--- src/rtl/hcq_pkg.sv ---
package hcq_pkg;

  localparam int unsigned DEF_PAGE_BITS = 14;
  localparam int unsigned HOT_DEPTH     = 16;
  localparam int unsigned COLD_DEPTH    = 16;
  localparam int unsigned MAX_DEPTH     = (HOT_DEPTH > COLD_DEPTH) ? HOT_DEPTH : COLD_DEPTH;
  localparam int unsigned LIST_AW       = (MAX_DEPTH > 1) ? $clog2(MAX_DEPTH) : 1;
  localparam int unsigned CNT_W         = 5;
  localparam int unsigned POS_W         = 4;
  localparam int unsigned CAP_RESET     = 16;

  localparam logic OP_ACCESS = 1'b0;
  localparam logic OP_READ   = 1'b1;
  localparam logic SEL_HOT   = 1'b0;
  localparam logic SEL_COLD  = 1'b1;

  localparam logic REG_HOT_CAP  = 1'b0;
  localparam logic REG_COLD_CAP = 1'b1;

  typedef enum logic [1:0] {
    HIT_MISS = 2'd0,
    HIT_COLD = 2'd1,
    HIT_HOT  = 2'd2
  } hit_kind_e;

  typedef enum logic [2:0] {
    LOP_HOLD       = 3'd0,
    LOP_REMOVE     = 3'd1,
    LOP_POP_TAIL   = 3'd2,
    LOP_PUSH       = 3'd3,
    LOP_PUSH_EVICT = 3'd4,
    LOP_MOVE_FRONT = 3'd5
  } list_op_e;

  typedef struct packed {
    list_op_e             op;
    logic [LIST_AW-1:0]   idx;
  } list_cmd_t;

  function automatic logic [CNT_W-1:0] clamp_cap(input logic [CNT_W-1:0] v,
                                                 input logic [CNT_W-1:0] depth);
    logic [CNT_W-1:0] r;
    r = v;
    if (v == '0) begin
      r = CNT_W'(1);
    end else if (v > depth) begin
      r = depth;
    end
    return r;
  endfunction

endpackage

--- src/rtl/hot_cold_two_queue_replacement.sv ---
// An access walks the cold list and, on a cold miss, the hot list with the single page
// comparator, one entry per cycle.
// Throughput: one transaction at a time; s_axis_tready is high only when idle.
// Reset (rst_ni, async, active low) empties both lists and sets both capacities to 16.
module hot_cold_two_queue_replacement import hcq_pkg::*; #(
  parameter int unsigned PAGE_BITS = DEF_PAGE_BITS,
  localparam int unsigned IN_W  = ((PAGE_BITS + POS_W + 7) / 8) * 8,
  localparam int unsigned OUT_W = ((2 * PAGE_BITS + 2 * CNT_W + 7) / 8) * 8
) (
  input  logic             clk_i,
  input  logic             rst_ni,
  input  logic             s_axis_tvalid,
  output logic             s_axis_tready,
  input  logic [IN_W-1:0]  s_axis_tdata,  // page, position
  input  logic [1:0]       s_axis_tuser,  // op, list_select
  output logic             m_axis_tvalid,
  input  logic             m_axis_tready,
  output logic [OUT_W-1:0] m_axis_tdata,  // read_page, dropped_page, hot_count, cold_count
  output logic [3:0]       m_axis_tuser,  // hit_kind[1:0], read_valid, dropped_valid
  input  logic             psel,
  input  logic             penable,
  input  logic             pwrite,
  input  logic [2:0]       paddr,
  input  logic [31:0]      pwdata,
  output logic [31:0]      prdata,
  output logic             pready
);

  logic [CNT_W-1:0]     hot_cap_q, cold_cap_q;
  logic [CNT_W-1:0]     hot_new_cap, cold_new_cap;
  logic                 cfg_wr, hot_trim, cold_trim;

  list_cmd_t            hot_cmd, cold_cmd;
  logic [PAGE_BITS-1:0] hot_wpage, cold_wpage, hot_rd, cold_rd;
  logic [LIST_AW-1:0]   hot_addr, cold_addr;
  logic [CNT_W-1:0]     hot_fill, cold_fill;

  logic [1:0]           hit_kind;
  logic                 read_valid, drop_valid;
  logic [PAGE_BITS-1:0] read_page, drop_page;
  logic [CNT_W-1:0]     hot_count, cold_count;

  assign pready       = 1'b1;
  assign cfg_wr       = psel && penable && pwrite && pready;
  assign hot_new_cap  = clamp_cap(pwdata[CNT_W-1:0], CNT_W'(HOT_DEPTH));
  assign cold_new_cap = clamp_cap(pwdata[CNT_W-1:0], CNT_W'(COLD_DEPTH));
  assign hot_trim     = cfg_wr && (paddr[2] == REG_HOT_CAP);
  assign cold_trim    = cfg_wr && (paddr[2] == REG_COLD_CAP);

  always_ff @(posedge clk_i or negedge rst_ni) begin
    if (!rst_ni) begin
      hot_cap_q  <= clamp_cap(CNT_W'(CAP_RESET), CNT_W'(HOT_DEPTH));
      cold_cap_q <= clamp_cap(CNT_W'(CAP_RESET), CNT_W'(COLD_DEPTH));
    end else begin
      if (hot_trim)  hot_cap_q  <= hot_new_cap;
      if (cold_trim) cold_cap_q <= cold_new_cap;
    end
  end

  assign prdata = (paddr[2] == REG_COLD_CAP) ? 32'(cold_cap_q) : 32'(hot_cap_q);

  hcq_list #(
    .DEPTH     (HOT_DEPTH),
    .PAGE_BITS (PAGE_BITS)
  ) u_hot (
    .clk_i      (clk_i),
    .rst_ni     (rst_ni),
    .cmd_i      (hot_cmd),
    .page_i     (hot_wpage),
    .trim_i     (hot_trim),
    .trim_cap_i (hot_new_cap),
    .rd_addr_i  (hot_addr),
    .rd_page_o  (hot_rd),
    .fill_o     (hot_fill)
  );

  hcq_list #(
    .DEPTH     (COLD_DEPTH),
    .PAGE_BITS (PAGE_BITS)
  ) u_cold (
    .clk_i      (clk_i),
    .rst_ni     (rst_ni),
    .cmd_i      (cold_cmd),
    .page_i     (cold_wpage),
    .trim_i     (cold_trim),
    .trim_cap_i (cold_new_cap),
    .rd_addr_i  (cold_addr),
    .rd_page_o  (cold_rd),
    .fill_o     (cold_fill)
  );

  hcq_ctrl #(
    .PAGE_BITS (PAGE_BITS)
  ) u_ctrl (
    .clk_i            (clk_i),
    .rst_ni           (rst_ni),
    .in_valid_i       (s_axis_tvalid),
    .in_ready_o       (s_axis_tready),
    .in_op_i          (s_axis_tuser[0]),
    .in_page_i        (s_axis_tdata[PAGE_BITS-1:0]),
    .in_sel_i         (s_axis_tuser[1]),
    .in_pos_i         (s_axis_tdata[PAGE_BITS +: POS_W]),
    .out_valid_o      (m_axis_tvalid),
    .out_ready_i      (m_axis_tready),
    .out_hit_kind_o   (hit_kind),
    .out_read_valid_o (read_valid),
    .out_read_page_o  (read_page),
    .out_drop_valid_o (drop_valid),
    .out_drop_page_o  (drop_page),
    .out_hot_count_o  (hot_count),
    .out_cold_count_o (cold_count),
    .hot_cap_i        (hot_cap_q),
    .cold_cap_i       (cold_cap_q),
    .hot_cmd_o        (hot_cmd),
    .hot_page_o       (hot_wpage),
    .hot_addr_o       (hot_addr),
    .hot_rd_i         (hot_rd),
    .hot_fill_i       (hot_fill),
    .cold_cmd_o       (cold_cmd),
    .cold_page_o      (cold_wpage),
    .cold_addr_o      (cold_addr),
    .cold_rd_i        (cold_rd),
    .cold_fill_i      (cold_fill)
  );

  assign m_axis_tdata = OUT_W'({cold_count, hot_count, drop_page, read_page});
  assign m_axis_tuser = {drop_valid, read_valid, hit_kind};

endmodule

--- src/rtl/hcq_list.sv ---
module hcq_list import hcq_pkg::*; #(
  parameter int unsigned DEPTH     = HOT_DEPTH,
  parameter int unsigned PAGE_BITS = DEF_PAGE_BITS
) (
  input  logic                 clk_i,
  input  logic                 rst_ni,
  input  list_cmd_t            cmd_i,
  input  logic [PAGE_BITS-1:0] page_i,
  input  logic                 trim_i,
  input  logic [CNT_W-1:0]     trim_cap_i,
  input  logic [LIST_AW-1:0]   rd_addr_i,
  output logic [PAGE_BITS-1:0] rd_page_o,
  output logic [CNT_W-1:0]     fill_o
);

  localparam int unsigned AW = (DEPTH > 1) ? $clog2(DEPTH) : 1;

  logic [PAGE_BITS-1:0] mem_q [DEPTH];
  logic [CNT_W-1:0]     fill_q, fill_d;

  for (genvar k = 0; k < DEPTH; k++) begin : g_entry
    localparam logic [LIST_AW-1:0] K = LIST_AW'(k);
    logic [PAGE_BITS-1:0] up_w;
    logic [PAGE_BITS-1:0] dn_w;

    if (k == 0) begin : g_head
      assign up_w = page_i;
    end else begin : g_body
      assign up_w = mem_q[k-1];
    end

    if (k == DEPTH - 1) begin : g_tail
      assign dn_w = mem_q[k];
    end else begin : g_inner
      assign dn_w = mem_q[k+1];
    end

    always_ff @(posedge clk_i) begin
      case (cmd_i.op)
        LOP_REMOVE: begin
          if (K >= cmd_i.idx) mem_q[k] <= dn_w;
        end
        LOP_PUSH, LOP_PUSH_EVICT: begin
          mem_q[k] <= up_w;
        end
        LOP_MOVE_FRONT: begin
          if (K <= cmd_i.idx) mem_q[k] <= up_w;
        end
        default: ;
      endcase
    end
  end

  always_comb begin
    case (cmd_i.op)
      LOP_REMOVE, LOP_POP_TAIL: fill_d = fill_q - CNT_W'(1);
      LOP_PUSH:                 fill_d = fill_q + CNT_W'(1);
      default:                  fill_d = fill_q;
    endcase
    if (trim_i && (fill_q > trim_cap_i)) begin
      fill_d = trim_cap_i;
    end
  end

  always_ff @(posedge clk_i or negedge rst_ni) begin
    if (!rst_ni) begin
      fill_q <= '0;
    end else begin
      fill_q <= fill_d;
    end
  end

  assign rd_page_o = mem_q[rd_addr_i[AW-1:0]];
  assign fill_o    = fill_q;

endmodule

--- src/rtl/hcq_ctrl.sv ---
module hcq_ctrl import hcq_pkg::*; #(
  parameter int unsigned PAGE_BITS = DEF_PAGE_BITS
) (
  input  logic                 clk_i,
  input  logic                 rst_ni,
  input  logic                 in_valid_i,
  output logic                 in_ready_o,
  input  logic                 in_op_i,
  input  logic [PAGE_BITS-1:0] in_page_i,
  input  logic                 in_sel_i,
  input  logic [POS_W-1:0]     in_pos_i,
  output logic                 out_valid_o,
  input  logic                 out_ready_i,
  output logic [1:0]           out_hit_kind_o,
  output logic                 out_read_valid_o,
  output logic [PAGE_BITS-1:0] out_read_page_o,
  output logic                 out_drop_valid_o,
  output logic [PAGE_BITS-1:0] out_drop_page_o,
  output logic [CNT_W-1:0]     out_hot_count_o,
  output logic [CNT_W-1:0]     out_cold_count_o,
  input  logic [CNT_W-1:0]     hot_cap_i,
  input  logic [CNT_W-1:0]     cold_cap_i,
  output list_cmd_t            hot_cmd_o,
  output logic [PAGE_BITS-1:0] hot_page_o,
  output logic [LIST_AW-1:0]   hot_addr_o,
  input  logic [PAGE_BITS-1:0] hot_rd_i,
  input  logic [CNT_W-1:0]     hot_fill_i,
  output list_cmd_t            cold_cmd_o,
  output logic [PAGE_BITS-1:0] cold_page_o,
  output logic [LIST_AW-1:0]   cold_addr_o,
  input  logic [PAGE_BITS-1:0] cold_rd_i,
  input  logic [CNT_W-1:0]     cold_fill_i
);

  typedef enum logic [8:0] {
    S_IDLE      = 9'b000000001,
    S_SCAN_COLD = 9'b000000010,
    S_SCAN_HOT  = 9'b000000100,
    S_COLD_HIT  = 9'b000001000,
    S_COLD_MOVE = 9'b000010000,
    S_HOT_MOVE  = 9'b000100000,
    S_MISS      = 9'b001000000,
    S_READ      = 9'b010000000,
    S_DONE      = 9'b100000000
  } state_e;

  state_e state_q, state_d;

  logic                 op_q;
  logic [PAGE_BITS-1:0] page_q;
  logic                 sel_q;
  logic [POS_W-1:0]     pos_q;
  logic [CNT_W-1:0]     scan_q;
  logic [LIST_AW-1:0]   hit_idx_q;
  logic                 demote_q;
  logic [PAGE_BITS-1:0] tail_q;
  hit_kind_e            hit_kind_q;
  logic                 read_valid_q;
  logic [PAGE_BITS-1:0] read_page_q;
  logic                 drop_valid_q;
  logic [PAGE_BITS-1:0] drop_page_q;
  logic                 out_valid_q, out_valid_d;

  logic [CNT_W-1:0]     hot_tail_w, cold_tail_w;
  logic [PAGE_BITS-1:0] cmp_page_w;
  logic                 match_w;
  logic                 hot_full_w, cold_full_w;
  logic                 accept_w, emit_w;
  logic                 rd_valid_w;

  assign hot_tail_w  = hot_fill_i - CNT_W'(1);
  assign cold_tail_w = cold_fill_i - CNT_W'(1);
  assign hot_full_w  = (hot_fill_i >= hot_cap_i) && (hot_fill_i != '0);
  assign cold_full_w = (cold_fill_i >= cold_cap_i) && (cold_fill_i != '0);

  assign cmp_page_w = (state_q == S_SCAN_HOT) ? hot_rd_i : cold_rd_i;
  assign match_w    = (cmp_page_w == page_q);

  assign in_ready_o = (state_q == S_IDLE);
  assign accept_w   = in_valid_i && in_ready_o;
  assign emit_w     = (state_q == S_DONE) && (!out_valid_q || out_ready_i);
  assign rd_valid_w = (sel_q == SEL_COLD) ? ({1'b0, pos_q} < cold_fill_i)
                                          : ({1'b0, pos_q} < hot_fill_i);

  always_comb begin
    hot_addr_o  = scan_q[LIST_AW-1:0];
    cold_addr_o = scan_q[LIST_AW-1:0];
    case (state_q)
      S_COLD_HIT: hot_addr_o  = hot_tail_w[LIST_AW-1:0];
      S_MISS:     cold_addr_o = cold_tail_w[LIST_AW-1:0];
      S_READ: begin
        hot_addr_o  = LIST_AW'(pos_q);
        cold_addr_o = LIST_AW'(pos_q);
      end
      default: ;
    endcase
  end

  always_comb begin
    hot_cmd_o   = '{op: LOP_HOLD, idx: hit_idx_q};
    cold_cmd_o  = '{op: LOP_HOLD, idx: hit_idx_q};
    hot_page_o  = page_q;
    cold_page_o = page_q;
    case (state_q)
      S_COLD_HIT: begin
        cold_cmd_o.op = LOP_REMOVE;
        if (hot_full_w) hot_cmd_o.op = LOP_POP_TAIL;
      end
      S_COLD_MOVE: begin
        hot_cmd_o.op = LOP_PUSH;
        cold_page_o  = tail_q;
        if (demote_q && (cold_fill_i < cold_cap_i)) cold_cmd_o.op = LOP_PUSH;
      end
      S_HOT_MOVE: begin
        hot_cmd_o.op = LOP_MOVE_FRONT;
      end
      S_MISS: begin
        cold_cmd_o.op = cold_full_w ? LOP_PUSH_EVICT : LOP_PUSH;
      end
      default: ;
    endcase
  end

  always_comb begin
    state_d     = state_q;
    out_valid_d = out_valid_q;
    if (out_ready_i) out_valid_d = 1'b0;
    case (state_q)
      S_IDLE: begin
        if (accept_w) state_d = (in_op_i == OP_READ) ? S_READ : S_SCAN_COLD;
      end
      S_SCAN_COLD: begin
        if (scan_q >= cold_fill_i) begin
          state_d = S_SCAN_HOT;
        end else if (match_w) begin
          state_d = S_COLD_HIT;
        end
      end
      S_SCAN_HOT: begin
        if (scan_q >= hot_fill_i) begin
          state_d = S_MISS;
        end else if (match_w) begin
          state_d = S_HOT_MOVE;
        end
      end
      S_COLD_HIT:  state_d = S_COLD_MOVE;
      S_COLD_MOVE: state_d = S_DONE;
      S_HOT_MOVE:  state_d = S_DONE;
      S_MISS:      state_d = S_DONE;
      S_READ:      state_d = S_DONE;
      S_DONE: begin
        if (emit_w) begin
          state_d     = S_IDLE;
          out_valid_d = 1'b1;
        end
      end
      default: state_d = S_IDLE;
    endcase
  end

  always_ff @(posedge clk_i or negedge rst_ni) begin
    if (!rst_ni) begin
      state_q     <= S_IDLE;
      out_valid_q <= 1'b0;
    end else begin
      state_q     <= state_d;
      out_valid_q <= out_valid_d;
    end
  end

  always_ff @(posedge clk_i) begin
    case (state_q)
      S_IDLE: begin
        op_q         <= in_op_i;
        page_q       <= in_page_i;
        sel_q        <= in_sel_i;
        pos_q        <= in_pos_i;
        scan_q       <= '0;
        demote_q     <= 1'b0;
        hit_kind_q   <= HIT_MISS;
        read_valid_q <= 1'b0;
        read_page_q  <= '0;
        drop_valid_q <= 1'b0;
        drop_page_q  <= '0;
      end
      S_SCAN_COLD: begin
        if (scan_q >= cold_fill_i) begin
          scan_q <= '0;
        end else if (match_w) begin
          hit_idx_q <= scan_q[LIST_AW-1:0];
        end else begin
          scan_q <= scan_q + CNT_W'(1);
        end
      end
      S_SCAN_HOT: begin
        if ((scan_q < hot_fill_i) && match_w) begin
          hit_idx_q <= scan_q[LIST_AW-1:0];
        end else begin
          scan_q <= scan_q + CNT_W'(1);
        end
      end
      S_COLD_HIT: begin
        hit_kind_q <= HIT_COLD;
        demote_q   <= hot_full_w;
        tail_q     <= hot_rd_i;
      end
      S_COLD_MOVE: begin
        if (demote_q && (cold_fill_i >= cold_cap_i)) begin
          drop_valid_q <= 1'b1;
          drop_page_q  <= tail_q;
        end
      end
      S_HOT_MOVE: begin
        hit_kind_q <= HIT_HOT;
      end
      S_MISS: begin
        if (cold_full_w) begin
          drop_valid_q <= 1'b1;
          drop_page_q  <= cold_rd_i;
        end
      end
      S_READ: begin
        if (op_q == OP_READ) begin
          read_valid_q <= rd_valid_w;
          if (rd_valid_w) read_page_q <= (sel_q == SEL_COLD) ? cold_rd_i : hot_rd_i;
        end
      end
      default: ;
    endcase
  end

  always_ff @(posedge clk_i) begin
    if (emit_w) begin
      out_hit_kind_o   <= hit_kind_q;
      out_read_valid_o <= read_valid_q;
      out_read_page_o  <= read_page_q;
      out_drop_valid_o <= drop_valid_q;
      out_drop_page_o  <= drop_page_q;
      out_hot_count_o  <= hot_fill_i;
      out_cold_count_o <= cold_fill_i;
    end
  end

  assign out_valid_o = out_valid_q;

endmodule

--- config.mk ---
export PLATFORM = sky130hd
export DESIGN_NAME = hot_cold_two_queue_replacement
export DESIGN_NICKNAME = d
export VERILOG_FILES = /design/src/rtl/hcq_pkg.sv /design/src/rtl/hot_cold_two_queue_replacement.sv /design/src/rtl/hcq_list.sv /design/src/rtl/hcq_ctrl.sv
export SDC_FILE = /design/constraint.sdc
export NUM_CORES = 1
export LEC_CHECK = 0
export ABC_AREA = 0
export BUFFER_PORTS_ARGS = -buffer_cell sky130_fd_sc_hd__buf_2
export CAP_MARGIN = 20
export CORE_MARGIN = 10
export CORE_UTILIZATION = 31
export DETAILED_ROUTE_END_ITERATION = 6
export GPL_TIMING_DRIVEN = 1
export HOLD_SLACK_MARGIN = 0.08
export PLACE_DENSITY = 0.48
export SETUP_SLACK_MARGIN = 0.3
export SYNTH_ARGS = -nofsm -noshare
export SYNTH_HDL_FRONTEND = slang
export SYNTH_SLANG_ARGS = --single-unit
--- constraint.sdc ---
create_clock -name clk_i -period 8.2 [get_ports clk_i]
set_clock_uncertainty 0.2 [all_clocks]
set_input_delay 0.41 -clock clk_i [delete_from_list [all_inputs] [get_ports clk_i]]
set_output_delay 0.41 -clock clk_i [all_outputs]
set_load 0.05 [all_outputs]
==> results of run 1 <==
==> cell families after synthesis <==
| kind of cell | Yosys count |
|---|---|
| and+or+nand+nor | 531 |
| adders and majority gates | 43 |
| buffers and inverters | 272 |
| DFF | 596 |
| muxes | 475 |
| other | 2 |
| xor gates and xnor gates | 46 |
| AOI/OAI and AO/OA | 429 |
==> power by group <==
part	switching, W	total, W	internal [W]	leakage [nW]
combinational	0.00242	0.00362	0.00120	6.17
clock	0.00132	0.00309	0.00178	1.12
sequential	0.000272	0.00387	0.00360	4.54
==> through the flow <==
stage                util  hold WS (ns)  instances
floorplan               -       -0.0856       2422
global placement    0.332         0.209       3670
detailed placement  0.332         0.205       3671
CTS                 0.358        0.0903       3833
global route        0.358         0.176       3836
finish              0.358         0.133       3836
==> registers in the layout (all words and copies together) (netlist names), 9 cells and up <==
signal,count
u_ctrl.hot_page_o,14
u_ctrl.drop_page_q,14
u_cold.mem_q,224
u_ctrl.tail_q,14
u_hot.mem_q,224
u_ctrl.out_drop_page_o,14
u_ctrl.out_read_page_o,14
u_ctrl.read_page_q,14
u_ctrl.state_q,9
==> cell type report <==
class                           count  area, sq um
Fill cell                        9508        63300
Sequential cell                   596        17800
Multi-Input combinational cell   1554        12200
Clock buffer                       92         1980
Tap cell                         1287         1610
Timing Repair Buffer              182         1270
Inverter                           83          312
Clock inverter                     41          287
Antenna cell                        1         2.50
==> cells in the final DEF, fill, tap and decap left out, types with 18 or more instances in the layout <==
master           n
nand2_1        252
nand3_1         53
nand4_1         50
xnor2_1         22
conb_1          30
clkinv_1        18
buf_4           67
clkbuf_16       76
buf_2           83
dlygate4sd3_1   29
a211oi_1        26
nor2_1          55
ha_1            43
inv_1           83
o211a_1         41
dfrtp_1         27
edfxtp_1       566
o211ai_1        46
mux2i_1         68
o21ai_0        105
mux2_2         385
xor2_1          24
a21oi_1         63
==> path summary, 6_finish.rpt <==
| kind | from | end | slack (ns) |
|---|---|---|---|
| worst max-delay path | u_ctrl.state_q[5] | u_ctrl.hit_idx_q[3] | 1.94 |
| worst min-delay path | psel | cold_cap_q[4] | 0.13 |
| worst max register to register | u_ctrl.state_q[5] | u_ctrl.hit_idx_q[3] | 1.94 |
| worst min register to register | u_ctrl.drop_page_q[9] | u_ctrl.out_drop_page_o[9] | 0.22 |
| max in group asynchronous | rst_ni | u_ctrl.state_q[3] | 7.09 |
| min in group asynchronous | rst_ni | cold_cap_q[1] | 0.20 |
==> routing by layer <==
metal,wire length (um),vias to the layer above,track usage
met5,0,-,0
met4,2750,0,0.0516
met3,5560,178,0.0267
met2,42800,642,0.258
met1,42900,10742,0.223
li1,-,9297,-
==> worst max-delay path, stage by stage, from the launching register on <==
cell     delay, ns
dfrtp_1       0.47
or4_1         0.81
o31ai_4       0.33
buf_4         0.51
and3_2        0.84
mux2_2        0.41
o211a_1       0.23
or4_1         0.74
xor2_1        0.24
nor3_1        0.17
nand4_1       0.20
o31a_1        0.20
nor3_1        0.47
==> impl_metrics.toml, run 1 <==
[status]
status = "completed"

[synthesis]
synth-simple-area-share = 0.0836
synth.area.top_cells = "edfxtp_1 55%, mux2_2 14%, nand2_1 3.1%, mux2i_1 2.2%, dfrtp_1 2.2%"
synth_top_area_frac = 0.549
seq_area_frac_synth = 0.574
synthMuxAreaShare = 0.174
yosysMostFrequentCell = "edfxtp_1"
synth_fa_ha_area_frac = 0.0174
synth_flop_cell = "edfxtp_1"
synth_cell_types = 82
synth_edf_count = 566
synth_largest_area_cell = "edfxtp_1"
syn-instance-count = 2394
synth_warnings = 0
synth-compound-area-share = 0.0973
synthArstFlopShare = 0.0503
synth_top_family_by_area = "multiplexers"
synth_area_sq_mm = 0.0309
syn_area_per_cell_sq_um = 12.9
yosys-top-cells-count = "566 x edfxtp_1, 385 x mux2_2, 254 x nand2_1"
ys_ff_latch = 596
synth_xor_area_frac = 0.0130

[global_route]
grt_pass1_vias = 21218
grt-ovfl-total = 0
grt_max_degree = 88
grt_pass1_wl_mm = 139
track_usage = 0.162
antenna_found_initial = 3

[final_layout]
drive_gt1_frac = 0.275
fin_nets = 2601
finalInstanceArea_sq_mm = 0.0354
syn_to_final_growth_pct = 14.3

[cts]
clock_path_buffers = 3
numCtsBuffers = 73
clock_latency_ns = 0.63
cts_root_buf = "clkbuf_16"
clk_pin_slew_worst_paths_ns = 0.06
cts_sinks = 596
cts_setup_buffers = 0
post_cts_resized = 0
cts_max_level = 3
cts_hold_buf = 29
cts_tree = "built"

[floorplanning]
die_x_um = 336
fp.coreArea_sq_mm = 0.0987
pin_count = 147
fp.dieH_um = 336
fp.dieArea_sq_mm = 0.113
start_util = 0.313
rows = 115

[placed_design]
placed_cell_area_sq_mm = 0.0328
dp.final_hpwl_mm = 61.8
gp_congestion = 0.818
post-place-ws_ns = 2.03
port_buffers = 81

[sta]
layout_setup_ws_ns = 1.94
fmax_mhz = 160
hold_viol = 0
period_share = 0.764
period_minus_slack_ns = 6.26
final_max_slew_viol_count = 0
worstMarginPinSlew_ns = 1.14
timing.slew.headroom = 0.239
setup_viol = 0
setup_tns_ns = 0
rsz0062_at_grt = "no"

[setup_path]
cp.arrival_ns = 6.33
r2r_cells = 12
cp.required_ns = 8.27
path_class = "flop to flop"
crit_path_end_kind = "flop"
worstSetupStartpointType = "flop"
critPathMaxFanout = 31

[power]
power.density_mw_per_mm2 = 299
total_power_w = 0.0106
leakage_nw = 11.8
max-vdd-ir-drop_mv = 0.202

[drt]
wl_per_cell_um = 24.5
drtIter0Drc = 1835
num_vias = 20859
ant_nets = 0
wirelength_mm = 94.0
viasPerCell = 5.44
post-route-drc-count = 0
firstDrtPassIters = 7

[job]
maxCapViolCount = 0

[worst_hold_path]
hp-class = "primary input to flop"
hold_depth = 3
Note: power is estimated with default switching activity, not from simulation.
==> inputs of run 2 (changes only) <==
--- a/config.mk
+++ b/config.mk
@@ -13,7 +13,7 @@
 export DETAILED_ROUTE_END_ITERATION = 6
 export GPL_TIMING_DRIVEN = 1
 export HOLD_SLACK_MARGIN = 0.08
-export PLACE_DENSITY = 0.48
+export PLACE_DENSITY = 0.5
 export SETUP_SLACK_MARGIN = 0.3
 export SYNTH_ARGS = -nofsm -noshare
 export SYNTH_HDL_FRONTEND = slang
==> constraint.sdc (replaced) <==
create_clock -name clk_i -period 5.1 [get_ports clk_i]
set_clock_uncertainty 0.2 [all_clocks]
set_input_delay 0.255 -clock clk_i [delete_from_list [all_inputs] [get_ports clk_i]]
set_output_delay 0.255 -clock clk_i [all_outputs]
set_load 0.05 [all_outputs]
==> run 2 against run 1 <==
Critical path depth up 4. Final cell count is 3.6% higher. Register-to-register slack worse by 1.6 ns. First-iteration DRC count grew 1.6%. Worst hold slack better by 0.0057 ns. Sequential share of layout area fell by 2.0 points. Largest power group is now combinational logic.
==> impl_metrics.toml, run 2 (synthesis results as in run 1) <==
[status]
status = "completed"

[global_route]
top_usage_layer = "met2"
grt_pass1_vias = 21447
met3_usage = 0.0276
grt_pass1_wl_mm = 140
met2_usage = 0.263
grt-ovfl-total = 0
antenna_found_initial = 2
grt_max_degree = 71
track_usage = 0.163
use_met1 = 0.223

[final_layout]
syn_to_final_growth_pct = 19.0
fin_nets = 2741
seq_area_sq_mm = 0.0178
drive_gt1_frac = 0.322
multiInputGateArea_sq_mm = 0.0124
fillers = 9474
final_cell_mix = "566 x edfxtp_1, 385 x mux2_2, 252 x nand2_1, 179 x buf_4, 104 x o21ai_0"
layout_commonest_cell = "edfxtp_1"
top_regs = "u_cold.mem_q (224), u_hot.mem_q (224)"

[floorplanning]
rows = 115
fp.coreArea_sq_mm = 0.0987
start_util = 0.313
fp.dieH_um = 336
die_x_um = 336
pin_count = 147
fp.dieArea_sq_mm = 0.113

[sta]
setup_viol = 0
hold_viol = 0
period_share = 0.925
setup_tns_ns = 0
fmax_mhz = 212
period_minus_slack_ns = 4.72
timing.slew.headroom = 0.325
rsz0062_at_grt = "no"
worstMarginPinSlew_ns = 1.01
final_max_slew_viol_count = 0

[setup_path]
critPathMaxFanout = 12
worstSetupStartpointType = "flop"
reg2reg_slack_ns = 0.38
cp.required_ns = 5.24
r2r_cells = 16
path_class = "flop to flop"
cp.arrival_ns = 4.86
crit_path_end_kind = "flop"

[worst_hold_path]
hp-class = "primary input to flop"
hold_depth = 2

[cts]
cts_sinks = 596
cts_root_buf = "clkbuf_16"
clock_path_buffers = 3
numCtsBuffers = 71
cts_tree = "built"
clock_latency_ns = 0.63
clk_pin_slew_worst_paths_ns = 0.06
cts_max_level = 3

[drt]
firstDrtPassIters = 7
wl_per_cell_um = 24.1
num_vias = 21350
drtIter0Drc = 1865
viasPerCell = 5.37
ant_nets = 0
post-route-drc-count = 0
wirelength_mm = 95.7

[placed_design]
port_buffers = 81
dp.final_hpwl_mm = 64.5
gp_congestion = 0.850

[power]
power.density_mw_per_mm2 = 493
leakage_nw = 12.6
total_power_w = 0.0182
max-vdd-ir-drop_mv = 0.230

[job]
maxCapViolCount = 0
-- run 2: report_power, final --
group	leakage, nW	switching [W]	internal, W
logic	6.95	0.00431	0.00270
registers	4.54	0.000393	0.00579
clock network	1.08	0.00213	0.00283
total	12.6	0.00683	0.0113
-- run 2: worst paths after layout --
path / start / end
setup / recovery: u_ctrl.state_q[4] / u_ctrl.hit_idx_q[1]
min in group asynchronous: rst_ni / u_ctrl.state_q[0]
setup reg to reg: u_ctrl.state_q[4] / u_ctrl.hit_idx_q[1]
max in group asynchronous: rst_ni / u_ctrl.state_q[6]
hold / removal: s_axis_tdata[14] / u_ctrl.pos_q[0]
hold reg to reg: u_ctrl.drop_page_q[4] / u_ctrl.out_drop_page_o[4]
-- run 2: metrics by stage --
stage / util / cell area [sq um] / setup WS [ns] / cells / hold WS (ns)
2_1_floorplan: - / 31000 / 0.624 / 2422 / -0.241
3_3_place_gp: 0.340 / 33500 / -0.154 / 3761 / 0.169
3_5_place_dp: 0.340 / 33500 / -0.0779 / 3761 / 0.176
4_1_cts: 0.367 / 36300 / 0.304 / 3933 / 0.105
5_1_grt: 0.373 / 36800 / 0.260 / 3973 / 0.116
6_report: 0.373 / 36800 / 0.380 / 3974 / 0.139
-- run 2: timing repair --
action                                  in CTS  in global routing
cloned                                       1                  4
hold endpoints to repair                    75                  0
endpoints found under the setup margin      13                 11
resized for setup                           22                 45
buffers inserted                             2                 33
pin swaps                                    3                 19
hold buffers                                40                  0
-- run 2: metal layers --
layer	part of all wire	vias up
met2	0.46	703
met5	0	-
met4	0.025	0
li1	-	9586
met3	0.062	131
met1	0.45	10930
-- run 2: cell type report --
class	instances	share of cell area
Antenna cell	1	0.0000679
Clock buffer	97	0.0526
Clock inverter	32	0.00778
Inverter	83	0.00846
Multi-Input combinational cell	1557	0.337
Sequential cell	596	0.482
Tap cell	1287	0.0437
Timing Repair Buffer	321	0.0685
-- run 2: critical path: stages, from the launching register on --
cell	delay, ns
dfrtp_1	0.38
or4_4	0.60
buf_4	0.19
or3_4	0.45
buf_4	0.16
a221oi_2	0.37
buf_6	0.23
nor2_1	0.16
a22oi_1	0.26
nand2_1	0.14
xor2_1	0.19
a211oi_2	0.19
o2111ai_2	0.19
buf_4	0.19
o21a_1	0.19
nor3_2	0.20
buf_4	0.16
